[src/sv/gastar_pkg.sv]
package gastar_pkg;

  localparam int MAX_WIDTH  = 32;
  localparam int MAX_HEIGHT = 32;
  localparam int FRAC_BITS  = 4;

  localparam int NCELLS  = MAX_WIDTH * MAX_HEIGHT;
  localparam int CELL_W  = $clog2(NCELLS);
  localparam int CNT_W   = CELL_W + 1;
  localparam int COORD_W = 5;
  localparam int DIM_W   = 6;
  localparam int COST_W  = 20;
  localparam int SCORE_W = 21;

  // integer root: operand holds (dx^2 + dy^2) << 2F, rounded up to an even width
  localparam int SQ_W = 12 + 2 * FRAC_BITS;
  localparam int HW   = SQ_W / 2;

  localparam logic [COST_W-1:0] COST_INF      = '1;
  localparam logic [COST_W-1:0] STEP_STRAIGHT = COST_W'(10 << FRAC_BITS);
  localparam logic [COST_W-1:0] STEP_DIAG     = COST_W'(14 << FRAC_BITS);

  // cost store word: {valid, came_from, cost}
  localparam int CM_W = 1 + CELL_W + COST_W;
  // open list word: {cell, score}
  localparam int OM_W = CELL_W + SCORE_W;

  localparam logic [1:0] KIND_OBST   = 2'd0;
  localparam logic [1:0] KIND_SEARCH = 2'd1;
  localparam logic [1:0] KIND_READ   = 2'd2;

  localparam logic [1:0] REG_WIDTH  = 2'd0;
  localparam logic [1:0] REG_HEIGHT = 2'd1;
  localparam logic [1:0] REG_HEUR   = 2'd2;

  localparam logic [1:0] HEUR_EUCLID = 2'd0;
  localparam logic [1:0] HEUR_MANH   = 2'd1;
  localparam logic [1:0] HEUR_CHEB   = 2'd2;
  localparam logic [1:0] HEUR_ZERO   = 2'd3;

  function automatic logic [CELL_W-1:0] cell_idx(input logic [COORD_W-1:0] x,
                                                 input logic [COORD_W-1:0] y);
    cell_idx = CELL_W'(int'(y) * MAX_WIDTH + int'(x));
  endfunction

  function automatic logic [COORD_W-1:0] cell_col(input logic [CELL_W-1:0] c);
    cell_col = COORD_W'(c % MAX_WIDTH);
  endfunction

  function automatic logic [COORD_W-1:0] cell_row(input logic [CELL_W-1:0] c);
    cell_row = COORD_W'(c / MAX_WIDTH);
  endfunction

endpackage

[src/sv/gastar_heur.sv]
module gastar_heur
  import gastar_pkg::*;
(
  input  logic               clk_i,
  input  logic               rst_ni,
  input  logic               start_i,
  input  logic [1:0]         mode_i,
  input  logic [COORD_W-1:0] x_i,
  input  logic [COORD_W-1:0] y_i,
  input  logic [COORD_W-1:0] gx_i,
  input  logic [COORD_W-1:0] gy_i,
  output logic               done_o,
  output logic [HW-1:0]      h_o
);

  logic [COORD_W-1:0] dx, dy, dmax;
  logic [SQ_W-1:0]    d2;
  logic [SQ_W-1:0]    v_q, v_d, r_q, r_d, bit_q, bit_d, rb;
  logic               run_q, run_d, done_q, done_d;
  logic [HW-1:0]      h_q, h_d;

  always_comb begin
    dx   = (x_i > gx_i) ? x_i - gx_i : gx_i - x_i;
    dy   = (y_i > gy_i) ? y_i - gy_i : gy_i - y_i;
    dmax = (dx > dy) ? dx : dy;
    d2   = (SQ_W'(dx) * SQ_W'(dx) + SQ_W'(dy) * SQ_W'(dy)) << (2 * FRAC_BITS);
    rb   = r_q + bit_q;
    v_d    = v_q;
    r_d    = r_q;
    bit_d  = bit_q;
    run_d  = run_q;
    done_d = 1'b0;
    h_d    = h_q;
    if (start_i) begin
      unique case (mode_i)
        HEUR_EUCLID: begin
          v_d   = d2;
          r_d   = '0;
          bit_d = SQ_W'(1) << (SQ_W - 2);
          run_d = 1'b1;
        end
        HEUR_MANH: begin
          h_d    = HW'((HW'(dx) + HW'(dy)) << FRAC_BITS);
          done_d = 1'b1;
        end
        HEUR_CHEB: begin
          h_d    = HW'(HW'(dmax) << FRAC_BITS);
          done_d = 1'b1;
        end
        default: begin
          h_d    = '0;
          done_d = 1'b1;
        end
      endcase
    end else if (run_q) begin
      if (v_q >= rb) begin
        v_d = v_q - rb;
        r_d = (r_q >> 1) + bit_q;
      end else begin
        r_d = r_q >> 1;
      end
      bit_d = bit_q >> 2;
      if (bit_q == SQ_W'(1)) begin
        run_d  = 1'b0;
        done_d = 1'b1;
        h_d    = r_d[HW-1:0];
      end
    end
  end

  always_ff @(posedge clk_i or negedge rst_ni) begin
    if (!rst_ni) begin
      v_q    <= '0;
      r_q    <= '0;
      bit_q  <= '0;
      run_q  <= 1'b0;
      done_q <= 1'b0;
      h_q    <= '0;
    end else begin
      v_q    <= v_d;
      r_q    <= r_d;
      bit_q  <= bit_d;
      run_q  <= run_d;
      done_q <= done_d;
      h_q    <= h_d;
    end
  end

  assign done_o = done_q;
  assign h_o    = h_q;

endmodule

[config.mk]
export PLATFORM = sky130hd
export DESIGN_NAME = gastar_heur
export DESIGN_NICKNAME = d
export VERILOG_FILES = /design/src/sv/gastar_pkg.sv /design/src/sv/gastar_heur.sv
export SDC_FILE = /design/constraint.sdc
export NUM_CORES = 1
export LEC_CHECK = 0
export ABC_AREA = 1
export BUFFER_PORTS_ARGS = -buffer_cell sky130_fd_sc_hd__buf_4
export CAP_MARGIN = 10
export CORE_MARGIN = 4
export CORE_UTILIZATION = 50
export CTS_BUF_LIST = sky130_fd_sc_hd__clkbuf_16
export CTS_CLUSTER_SIZE = 14
export DETAILED_ROUTE_END_ITERATION = 8
export PLACE_DENSITY = 0.67
export SETUP_SLACK_MARGIN = 0.15
export SLEW_MARGIN = 20
export SYNTH_ARGS = -nofsm -noshare
export SYNTH_HDL_FRONTEND = slang
export SYNTH_SLANG_ARGS = --single-unit
[constraint.sdc]
create_clock -name clk_i -period 3.85 [get_ports clk_i]
set_clock_uncertainty 0.05 [all_clocks]
set_input_delay 0.77 -clock clk_i [delete_from_list [all_inputs] [get_ports clk_i]]
set_output_delay 0.77 -clock clk_i [all_outputs]
set_load 0.01 [all_outputs]
Yosys cells after proc, flatten, opt, wreduce, memory -nomap -nowiden
Index checks and enable logic that the tools add are counted.

storage, ports and cells
  bits in registers = 72
  bits of input ports = 25
  output and inout port bits = 11
  word-level logic and storage cells = 59

operators by class
  add/sub/neg operators = 9
  multiply operators = 2
  magnitude comparators = 4
  eq/ne operators = 5
  muxes and demuxes = 26
  reduce and logical (&&, ||, !) cells = 7

operator list
  cell                                                   count
  2-to-1 mux 20 bit                                      11
  2-to-1 mux 10 bit                                      3
  case mux 10 bit (3 select lines)                       1
  adder 19 x 20 -> 20 bit                                1
  adder 20 bit                                           1
  equality test 20 x 1 -> 1 bit (second input constant)  1
  >= comparator 20 bit                                   1
  multiplier 5 x 5 -> 10 bit                             2
  subtractor 20 bit                                      1
  subtractor 5 bit                                       4
  > comparator 5 bit                                     3
  2-to-1 mux 5 bit                                       3
  adder 10 x 10 -> 11 bit                                1
  2-to-1 mux 1 bit                                       8
  adder 5 x 5 -> 6 bit                                   1
  AND reduction 3 bit                                    2
  nonzero test 2 bit                                     3
  equality test 2 x 1 -> 1 bit (second input constant)   1
  equality test 2 bit (second input constant)            1
  logical NOT 2 bit                                      1
  != test 2 x 1 -> 1 bit (second input constant)         1
  != test 2 bit (second input constant)                  1
  AND reduction 2 bit                                    1

Longest topological paths before layout
  word-level depth = 6
  gate-level depth with buffers = 33
  gate-level depth less buffers = 32

Worst setup path before layout
Ideal clock, no wire load.

  path kind = input to register
  start = input port y_i[2]
  end = register v_q[16]
  library setup time = 65 ps
  arrival = 5923 ps
  required time = 3735 ps
  slack = -2188 ps
  stages on the path = 31
  path buffers = 1
  cells stage by stage = inv_1 ha_1 buf_2 nand2_1 nor2_1 inv_1 nand2_1 nand2_1 nand2_1 inv_1 nor2_1 inv_1 fa_1 inv_1 fa_1 inv_1 fa_1 inv_1 fa_1 fa_1 ha_1 nand2_1 nand2_1 nand2_1 nand2_1 a21oi_1 xnor2_1 nand2_1 o21ai_0 nand2_1 nand2_1

on the way
  word-level cells in the longest chain between the ends = 6
  elaborated cells between the ends (all ways) = 8
  those cells by class = add/sub (3); mul (1); order compare (1); mux (3)

RTL lines
  item                                                    line               RTL
  start: declaration                                      gastar_heur.sv:9   input logic [COORD_W-1:0] y_i,
  subtractor 5 bit or > comparator 5 bit (tied branches)  gastar_heur.sv:24  dy = (y_i > gy_i) ? y_i - gy_i : gy_i - y_i;
  2-to-1 mux 5 bit (*)                                    gastar_heur.sv:24
  multiplier 5 x 5 -> 10 bit (*)                          gastar_heur.sv:26  d2 = (SQ_W'(dx) * SQ_W'(dx) + SQ_W'(dy) * SQ_W'(dy)) << (2 * FRAC_BITS);
  adder 10 x 10 -> 11 bit (*)                             gastar_heur.sv:26
  2-to-1 mux 20 bit (*)                                   gastar_heur.sv:35  unique case (mode_i)
  2-to-1 mux 20 bit (*)                                   gastar_heur.sv:34  if (start_i) begin
  end signal: assignment                                  gastar_heur.sv:80  v_q <= v_d;
  end: declaration                                        gastar_heur.sv:18  logic [SQ_W-1:0] v_q, v_d, r_q, r_d, bit_q, bit_d, rb;

Mark *: on every way between the ends. The rest lies on a longest branch, timed or not. The select of a mux whose other input is x is not followed.
A chain may end at the register's enable or synchronous reset.

Worst setup path in the final report
  start = input port y_i[3]
  end = register v_q[13]

Same word-level chain as after synthesis.

==> results.toml <==
[status]
status = "complete, but fails checks"
violated_checks = "negative setup slack"

[worst_hold_path]
hold_path.class = "input pin to asynchronous set/reset pin"

[floorplanning]
die_width_um = 134
die_height_um = 134
rows = 45
effective_utilization_at_floorplan_pct = 51.6
die-area_sq_mm = 0.0179
io_pins = 36
core_area_sq_mm = 0.0153

[finish]
multiInputGateArea_sq_mm = 0.00640
antennaDiodeCount = 0
finish.utilization_pct = 77.2
post_route_cells_drive_above_1_share_pct = 35.4
flow.area_growth_from_synthesis_pct = 49.6
final_nets = 1594
layout_common_cells = "258 x sky130_fd_sc_hd__nand2_1, 186 x sky130_fd_sc_hd__buf_4, 165 x sky130_fd_sc_hd__inv_1"
seq_area_sq_mm = 0.00155
layout.filler_cells = 991
layout_commonest_cell = "sky130_fd_sc_hd__nand2_1"

[synthesis]
avgSynthCellArea_sq_um = 6.75
synth_largest_area_cell = "sky130_fd_sc_hd__dfrtp_1"
synthArstFlopShare_pct = 100
synth_top_cell_area_share_pct = 19.6
synth.yosys.seq_area_share_pct = 19.6
synth_area_sq_mm = 0.00790
synth-edff-count = 0
mappedNetlistNets = 1321
syn-instance-count = 1170
dominantRegCellSynth = "sky130_fd_sc_hd__dfrtp_1"
ys_seq_elements = 62
distinct_cells_synth = 44
largest_cells_by_area_after_synthesis = "sky130_fd_sc_hd__dfrtp_1 20%, sky130_fd_sc_hd__ha_1 16%, sky130_fd_sc_hd__nand2_1 15%, sky130_fd_sc_hd__inv_1 9.1%, sky130_fd_sc_hd__fa_1 6.8%"
ys.warnings.count = 0

[setup_path]
critical_path.reg2reg.startpoint = "bit_q[0]"
critical-path-top-cell-by-count = "sky130_fd_sc_hd__fa_1"
cp-end-kind = "flop"
timing.critical_path.slowest_cell_delay_ns = 0.61
arrival_time_of_data_at_the_critical_path_endpoint_ns = 6.31
critPathLaunchType = "input pin"
r2r_slack_ns = 0.09
worst-path-max-fanout = 5
crit_required_ns = 4.09
library_cell_contributing_the_largest_single_delay_on_the_critical_path = "sky130_fd_sc_hd__fa_1"
r2r_endpoint = "h_o[4]"
r2r_cells = 24
timing_worst_setup_path_type = "input pin to flop"

[grt]
vias_in_the_first_global_route = 8716
busiest_layer = "met2"
globalRouteOverflowTotal = 0
grt_antenna_before_repair = 0
global_route.usage.met3_pct = 4.65
grt_max_degree = 63
groute.layer.met2.usage_pct = 49.7
grt_pass1_wl_um = 43700
grtUsageMet1_pct = 39.3
grtUsageTotal_pct = 30.5

[cts]
numClockSinks = 62
cts-htree-levels = 3
cts_root_buffer = "sky130_fd_sc_hd__clkbuf_16"
worstSkewPairLatency_ns = 0.35
cts_tree = "yes"
cts_hold_buf = 0
tritoncts.num_buffers = 9
cts_max_path_buffers = 2
clkTransAtPathRegs_ns = 0.06

[timing]
tightest_slew_ns = 0.873
max_freq_ghz = 0.165
final-setup-viol-count = 15
worst_setup_slack_after_layout_ns = -2.22
drv_slew = 0
worst_relative_slew_slack_pct = 41.8
final-hold-violation-count = 0
rsz0062_at_grt = "yes"
final_period_minus_worst_setup_slack_ns = 6.07
final_min_period_over_clock_period_pct = 158
holdWs_ns = 0.438

[place]
buffer_ports.inserted = 35
gpl.final_weighted_congestion = 0.960
hpwlAfterDp_um = 17700

[drt]
antenna_violating_nets_post_route = 0
dr.first_iter.drc_count = 1076
drt_drc_violations_left = 0
detail_route.first_pass.iterations = 8
route.final.wire_length_um = 33200
routedWlPerCell_um = 20.0
detailroute.via_count = 9632
viasPerCell = 5.81

[run]
timing.max_cap.violations = 0

[pwr]
power.ir.vdd_worst_mv = 0.859
p_leak_nw = 6.02
power-per-cell-area_mw_per_mm2 = 1030
totalPowerFinal_mw = 12.1
[worst max-delay path, delay by kind of cell]
| kind | cells | cell delay (ns) |
|---|---|---|
| adders and majority gates | 7 | 3.04 |
| buffers and inverters | 10 | 0.90 |
| AOI/OAI and AO/OA | 3 | 0.54 |
| and+or+nand+nor | 10 | 1.03 |
[cell families after synthesis]
group | after synthesis | synth area share (%)
AO/OA/AOI/OAI | 177 | 12.3
buffers and inverters | 220 | 11.1
AND/OR/NAND/NOR | 537 | 29.1
XOR/XNOR | 48 | 5.32
adder cells (fa/ha/maj) | 126 | 22.5
flip-flops | 62 | 19.6
[Yosys cell counts, types with 19 or more instances]
library cell,number
sky130_fd_sc_hd__ha_1,99
sky130_fd_sc_hd__xor2_1,27
sky130_fd_sc_hd__xnor2_1,21
sky130_fd_sc_hd__o21ai_0,65
sky130_fd_sc_hd__nand2_1,317
sky130_fd_sc_hd__dfrtp_1,62
sky130_fd_sc_hd__nor2_1,88
sky130_fd_sc_hd__nand3_1,86
sky130_fd_sc_hd__nand4_1,19
sky130_fd_sc_hd__fa_1,27
sky130_fd_sc_hd__inv_1,192
sky130_fd_sc_hd__a21oi_1,64
[layer usage]
layer  part of all wire, %  wire length [um]
met1                    39             12800
met2                    45             15000
met3                   8.3              2770
met4                   8.1              2700
met5                     0                 0
[registers in the layout, indices dropped and copies added, names as in the netlist]
name,cells
done_o,1
bit_q,10
v_q,20
run_q,1
r_q,20
h_o,10
[final cells by class]
cell class / count / share of cell area (%)
clock buffers: 9 / 1.91
multi-input cells: 890 / 54.2
well taps: 211 / 2.23
repair inverters: 2 / 0.212
inverters: 199 / 6.68
flip-flops and latches: 62 / 13.1
repair buffers: 279 / 21.1
clock inverters: 7 / 0.550
[what timing repair did]
item / CTS / global route
cloned: 1 / 4
resized for setup: 123 / 188
endpoints found under the setup margin: 44 / 50
pin swaps: 56 / 110
buffers inserted: 79 / 45
[report_power, final]
part,switching (mW),internal [mW],leakage (nW)
clock,0.338,0.496,0.133
combinational,5.57,4.57,5.09
sequential,0.253,0.914,0.794
[worst max-delay path by stage]
| stage | startpoint | end | slack (ns) | cells after the start |
|---|---|---|---|---|
| after floorplan | y_i[0] | v_q[18] | -1.79 | 32 |
| after global placement | y_i[0] | v_q[18] | -2.01 | 33 |
| after detailed placement | y_i[0] | v_q[18] | -2.10 | 33 |
| after CTS | gy_i[0] | v_q[18] | -1.72 | 32 |
| after global routing | y_i[1] | v_q[18] | -2.30 | 33 |
| final | y_i[3] | v_q[13] | -2.22 | 30 |
[stage by stage]
stage	cells	worst slack [ns]	setup TNS, ns	cell area (sq um)
after floorplan	1170	-1.79	-12.43	8070
after global placement	1515	-2.01	-14.94	9360
after detailed placement	1515	-2.10	-15.56	9360
after CTS	1611	-1.72	-13.51	10700
after global routing	1659	-2.30	-21.58	11800
final	1659	-2.22	-20.48	11800
Power figures use the tool's default switching activity.
